--- config.mk ---
export PLATFORM = sky130hd
export DESIGN_NAME = lphm_front
export DESIGN_NICKNAME = d
export VERILOG_FILES = /design/src/hdl/lphm_pkg.sv /design/src/hdl/lphm_front.sv
export SDC_FILE = /design/constraint.sdc
export NUM_CORES = 1
export LEC_CHECK = 0
export ABC_AREA = 1
export ABC_CLOCK_PERIOD_IN_PS = 9200
export BUFFER_PORTS_ARGS = -buffer_cell sky130_fd_sc_hd__buf_2
export CORE_ASPECT_RATIO = 2
export CORE_MARGIN = 1.5
export CORE_UTILIZATION = 52
export CTS_CLUSTER_SIZE = 16
export DETAILED_ROUTE_END_ITERATION = 7
export PLACE_DENSITY = 0.83
export SLEW_MARGIN = 20
export SYNTH_ARGS = -nofsm -noshare
export SYNTH_HDL_FRONTEND = slang
export SYNTH_SLANG_ARGS = --single-unit
export TNS_END_PERCENT = 10
--- constraint.sdc ---
create_clock -name i_clk -period 9.2 [get_ports i_clk]
set_input_delay 1.38 -clock i_clk [delete_from_list [all_inputs] [get_ports i_clk]]
set_output_delay 1.38 -clock i_clk [all_outputs]
set_load 0.02 [all_outputs]
--- src/hdl/lphm_pkg.sv ---
// Package with types and constants, including the hash multiplier, of the hash map unit.
package lphm_pkg;

    localparam int unsigned CAPACITY_DEF = 1024;
    localparam int unsigned QUEUE_DEPTH = 2;
    localparam logic [63:0] HASH_MULT = 64'd11400714819323198485;

    typedef enum logic [1:0] {
        MODE_LOOKUP = 2'd0,
        MODE_SET = 2'd1,
        MODE_DELETE = 2'd2,
        MODE_SPARE = 2'd3
    } t_mode;

    typedef enum logic [2:0] {
        ST_HIT = 3'd0,
        ST_MISS = 3'd1,
        ST_INSERTED = 3'd2,
        ST_UPDATED = 3'd3,
        ST_FULL = 3'd4,
        ST_DELETED = 3'd5
    } t_status;

    typedef enum logic [1:0] {
        OP_LOOKUP = 2'd0,
        OP_SET = 2'd1,
        OP_DELETE = 2'd2
    } t_op;

    typedef enum logic [3:0] {
        S_IDLE,
        S_MUL,
        S_RD,
        S_WAIT,
        S_CHK,
        S_DEL_RD,
        S_DEL_WAIT,
        S_DEL_CHK,
        S_RI_MUL,
        S_RI_RD,
        S_RI_WAIT,
        S_RI_CHK,
        S_DONE
    } t_state;

    typedef struct packed {
        t_op op;
        logic [63:0] key;
        logic [63:0] value;
    } t_req;

endpackage

--- src/hdl/lphm_front.sv ---
// Front part: accepts requests, classifies the mode and queues them.
module lphm_front
    import lphm_pkg::*;
(
    input  logic        i_clk,
    input  logic        i_rst_n,
    input  logic        i_valid,
    output logic        o_ready,
    input  logic [1:0]  i_mode,
    input  logic [63:0] i_lookup_key,
    input  logic [63:0] i_write_value,
    output logic        o_req_valid,
    input  logic        i_req_ready,
    output t_req        o_req
);

    localparam int unsigned PW = $clog2(QUEUE_DEPTH);

    t_req          r_q [QUEUE_DEPTH];
    logic [PW-1:0] r_wp, r_rp;
    logic [PW:0]   r_cnt;
    t_req          w_req;
    logic          w_push, w_pop;

    always_comb begin
        w_req.key = i_lookup_key;
        w_req.value = i_write_value;
        case (t_mode'(i_mode))
            MODE_SET: w_req.op = OP_SET;
            MODE_DELETE: w_req.op = OP_DELETE;
            default: w_req.op = OP_LOOKUP;
        endcase
    end

    assign o_ready = (r_cnt != (PW+1)'(QUEUE_DEPTH));
    assign w_push = i_valid && o_ready;
    assign o_req_valid = (r_cnt != '0);
    assign w_pop = o_req_valid && i_req_ready;
    assign o_req = r_q[r_rp];

    always_ff @(posedge i_clk) begin
        if (w_push) begin
            r_q[r_wp] <= w_req;
        end
        if (!i_rst_n) begin
            r_wp <= '0;
            r_rp <= '0;
            r_cnt <= '0;
        end else begin
            if (w_push) begin
                r_wp <= r_wp + 1'b1;
            end
            if (w_pop) begin
                r_rp <= r_rp + 1'b1;
            end
            r_cnt <= r_cnt + (PW+1)'(w_push) - (PW+1)'(w_pop);
        end
    end

    assert property (@(posedge i_clk) disable iff (!i_rst_n)
        r_cnt <= (PW+1)'(QUEUE_DEPTH))
        else $error("queue count overflow");
    assert property (@(posedge i_clk) disable iff (!i_rst_n)
        (r_cnt == '0) |-> !o_req_valid)
        else $error("empty queue presents a request");
    assert property (@(posedge i_clk) disable iff (!i_rst_n)
        (w_push && !w_pop) |=> (r_cnt == $past(r_cnt) + 1'b1))
        else $error("push lost");

endmodule

==> Flow_metrics.wiki <==
{| class="wikitable"
! Metric !! Value
|-
| Wire per inst || between 20 and 25 um
|-
| Synthesized-area fraction occupied by ao, oa, aoi and oai cells || 0.0518%
|-
| Leakage Power || roughly 4.4 nW
|-
| Clock tree from TritonCTS || done
|-
| Via-to-Cell Ratio || 5.28
|-
| Final ANT Viol Nets || 0
|-
| Worst Path Required || around 8 ns
|-
| Seq cells post-synth || roughly 270
|-
| Run status || completed
|-
| Worst-case vdd ir drop || approximately 0.00026 V
|-
| Total power || approximately 3.3 mW
|-
| Achievable clock frequency || between 0.2 and 0.25 GHz
|-
| Final critical-path share of the clock period || between 40% and 50%
|-
| Layout Area Growth over Synthesis || 22.9%
|-
| Chip height || ~200 um
|-
| Crit path kind || reg2out
|-
| Largest incremental delay on the critical path || roughly 0.86 ns
|-
| Cells after synthesis || 444
|-
| Adder and majority gate portion of the synthesized area || less than 1%
|-
| Resized Gates After CTS || 0
|-
| Max Clock Skew || roughly 0.013 ns
|-
| Starting DRT DRC Count || between 200 and 250
|-
| Clock buffer count from CTS || 22
|-
| Areal power density over the cells || around 280 mW/mm2
|-
| Setup Buffers After CTS || 0
|-
| Maximum number of pins on one net before global-route repair || 76
|-
| Fraction of the mapped netlist area in simple logic gates || 0.907%
|-
| Max-slew headroom at the worst pin || 32.1%
|-
| Post-layout minimum cycle time || roughly 4.2 ns
|-
| Initial cell density of the core || ~53%
|-
| Total I/O pin count || 266
|-
| Cells taking the most area after synthesis || edfxtp_1 81%, mux2_2 15%, buf_6 1.2%, dfxtp_1 1.0%, nand2_1 0.43%
|-
| Final total negative setup slack || 0 ns
|-
| Synth Area in XOR/XNOR || less than 1%
|-
| Net total in the final layout || roughly 860
|-
| Synth Area per Inst || around 22 um2
|-
| Final global-route overflow total || 0
|-
| Warning count from the yosys run || 0
|-
| Rows || 70
|-
| Clock-pin slew on the worst setup and hold paths || 0.07 ns
|-
| Number of antenna violations at the first check in global routing || 9
|-
| Vias in the first global route || ~5600
|-
| CTS HTree Levels || 1
|-
| Dominant combinational cell family by area after synthesis || multiplexers
|-
| Layout cell share with drive strength beyond 1 || between 50 and 60%
|-
| CTS hold repair buffers || 0
|-
| Sequential-to-total area share from yosys stat || about 82%
|-
| Class of the most critical hold timing path || reg2reg
|-
| Library cell with the largest summed area after synthesis || edfxtp_1
|-
| RSZ-0062 raised after global routing || false
|-
| Area share of the largest cell type after synthesis || roughly 81%
|-
| Clock sink total || 265
|-
| Type of destination of the critical path || output pin
|-
| Total Die Area || slightly below 0.02 mm2
|-
| Most frequent cells in the layout || 265 x buf_2, 260 x edfxtp_1, 130 x mux2_2
|-
| Hold Vio Cnt, Final || 0
|-
| Arr. time, crit path || 2.83 ns
|-
| GPL Wtd Cong || slightly above 0.8
|-
| Unique masters post-synth || 13
|-
| Syn nets || roughly 580
|-
| Series of cell instances along the critical path || buf_4, mux2_2, buf_2
|-
| Overall Global Routing Usage || around a fifth
|-
| Mux cell area share after synthesis || ~15%
|-
| Number of buffers added on ports || around 270
|-
| Max-slew violation count || 0
|-
| Setup violations, final || 0
|-
| Router iterations before antenna repair || 4
|-
| DR DRC count || 0
|-
| Max-cap viol count || 0
|-
| Wire length of the first global-routing pass || just under 30000 um
|-
| DRT Wirelength || approximately 20000 um
|-
| Clock Latency Late Sink || roughly 0.5 ns
|-
| Slew at the pin with the worst max-slew slack || a little over 1 ns
|-
| Slowest library cell on the worst path || dfxtp_4
|-
| Most common cell after layout, fill and taps aside || buf_2
|-
| Vias after detailed routing || between 5000 and 6000
|-
| Post-DP HPWL || 13300 um
|-
| CTS Root Cell || clkbuf_16
|-
| Die X-Extent || 99.4 um
|-
| Cell area after synthesis || just under 0.01 mm2
|-
| Clk buf depth || 3
|-
| Filler instances || 1277
|-
| Largest driver fanout on the critical path || 70
|-
| Std-Cell Core Area || roughly 0.018 mm2
|-
| Kind of launch point of the worst setup path || flop
|}
-- worst max-delay path: cells and delay by family (launching register included) --
family / cells / cell delay [ns]
buf+inv: 2 / 1.02
flops: 1 / 0.86
mux: 1 / 0.44
-- stage by stage --
| step | worst slack, ns | instance area, um2 | instances | hold WS [ns] | utilization (%) |
|---|---|---|---|---|---|
| after floorplan | 1.62 | 9650 | 444 | 0.467 | - |
| after global placement | 5.52 | 11200 | 916 | 0.478 | 61.3 |
| after detailed placement | 5.46 | 11200 | 916 | 0.505 | 61.3 |
| after CTS | 4.90 | 11800 | 956 | 0.515 | 65.0 |
| after global routing | 4.81 | 11900 | 962 | 0.546 | 65.1 |
| final | 4.99 | 11900 | 964 | 0.514 | 65.1 |
-- per-layer routing --
layer | vias up | track usage, % | share of wire [%]
met2 | 214 | 39.0 | 59
met3 | 62 | 4.06 | 6.1
met4 | 4 | 9.55 | 4.5
met5 | - | 0 | 0.17
li1 | 2305 | - | -
met1 | 2506 | 18.3 | 30
-- registers in the layout (all words and copies together), names as in the netlist, named ones only --
signal,count
r_q,260
r_rp,1
r_cnt,2
r_wp,1
-- cell usage after synthesis --
cell type and count:
xnor2_1 1, a21oi_1 1, mux2_2 130, ha_1 1
inv_1 9, buf_6 10, nand2_1 11, dfxtp_1 5
buf_4 1, buf_2 3, nand3_1 1, nor2_1 11
edfxtp_1 260
-- final timing paths --
path,startpoint,end,slack [ns],cells past startpoint
worst max-delay path,flop,o_req[9],4.99,3
worst max register to register,r_cnt[0]$_SDFF_PN0_,r_q[0][89]$_DFFE_PP_,7.11,5
worst min-delay path,r_rp$_SDFFE_PN0P_,flop,0.51,2
worst min register to register,r_rp$_SDFFE_PN0P_,flop,0.51,2
-- where the power goes --
part	total (mW)	internal, mW	switching [mW]
Clock	0.874	0.484	0.389
Combinational	0.860	0.331	0.528
Sequential	1.61	1.53	0.0742
-- layout make-up --
type	instances	area (um2)	share of cell area, %
Antenna cell	8	20.0	0.169
Clock buffer	27	591	4.98
Clock inverter	13	83.8	0.706
Inverter	9	33.8	0.285
Multi-Input combinational cell	156	1590	13.4
Sequential cell	265	7910	66.7
Tap cell	216	270	2.28
Timing Repair Buffer	270	1360	11.5
-- cells by family after synthesis --
family | count (synthesis)
AO/OA/AOI/OAI | 1
XOR/XNOR | 1
adder cells (fa/ha/maj) | 1
buffers and inverters | 23
flip-flops | 265
multiplexers | 130
AND/OR/NAND/NOR | 23
Note: power is estimated with default switching activity, not from simulation.
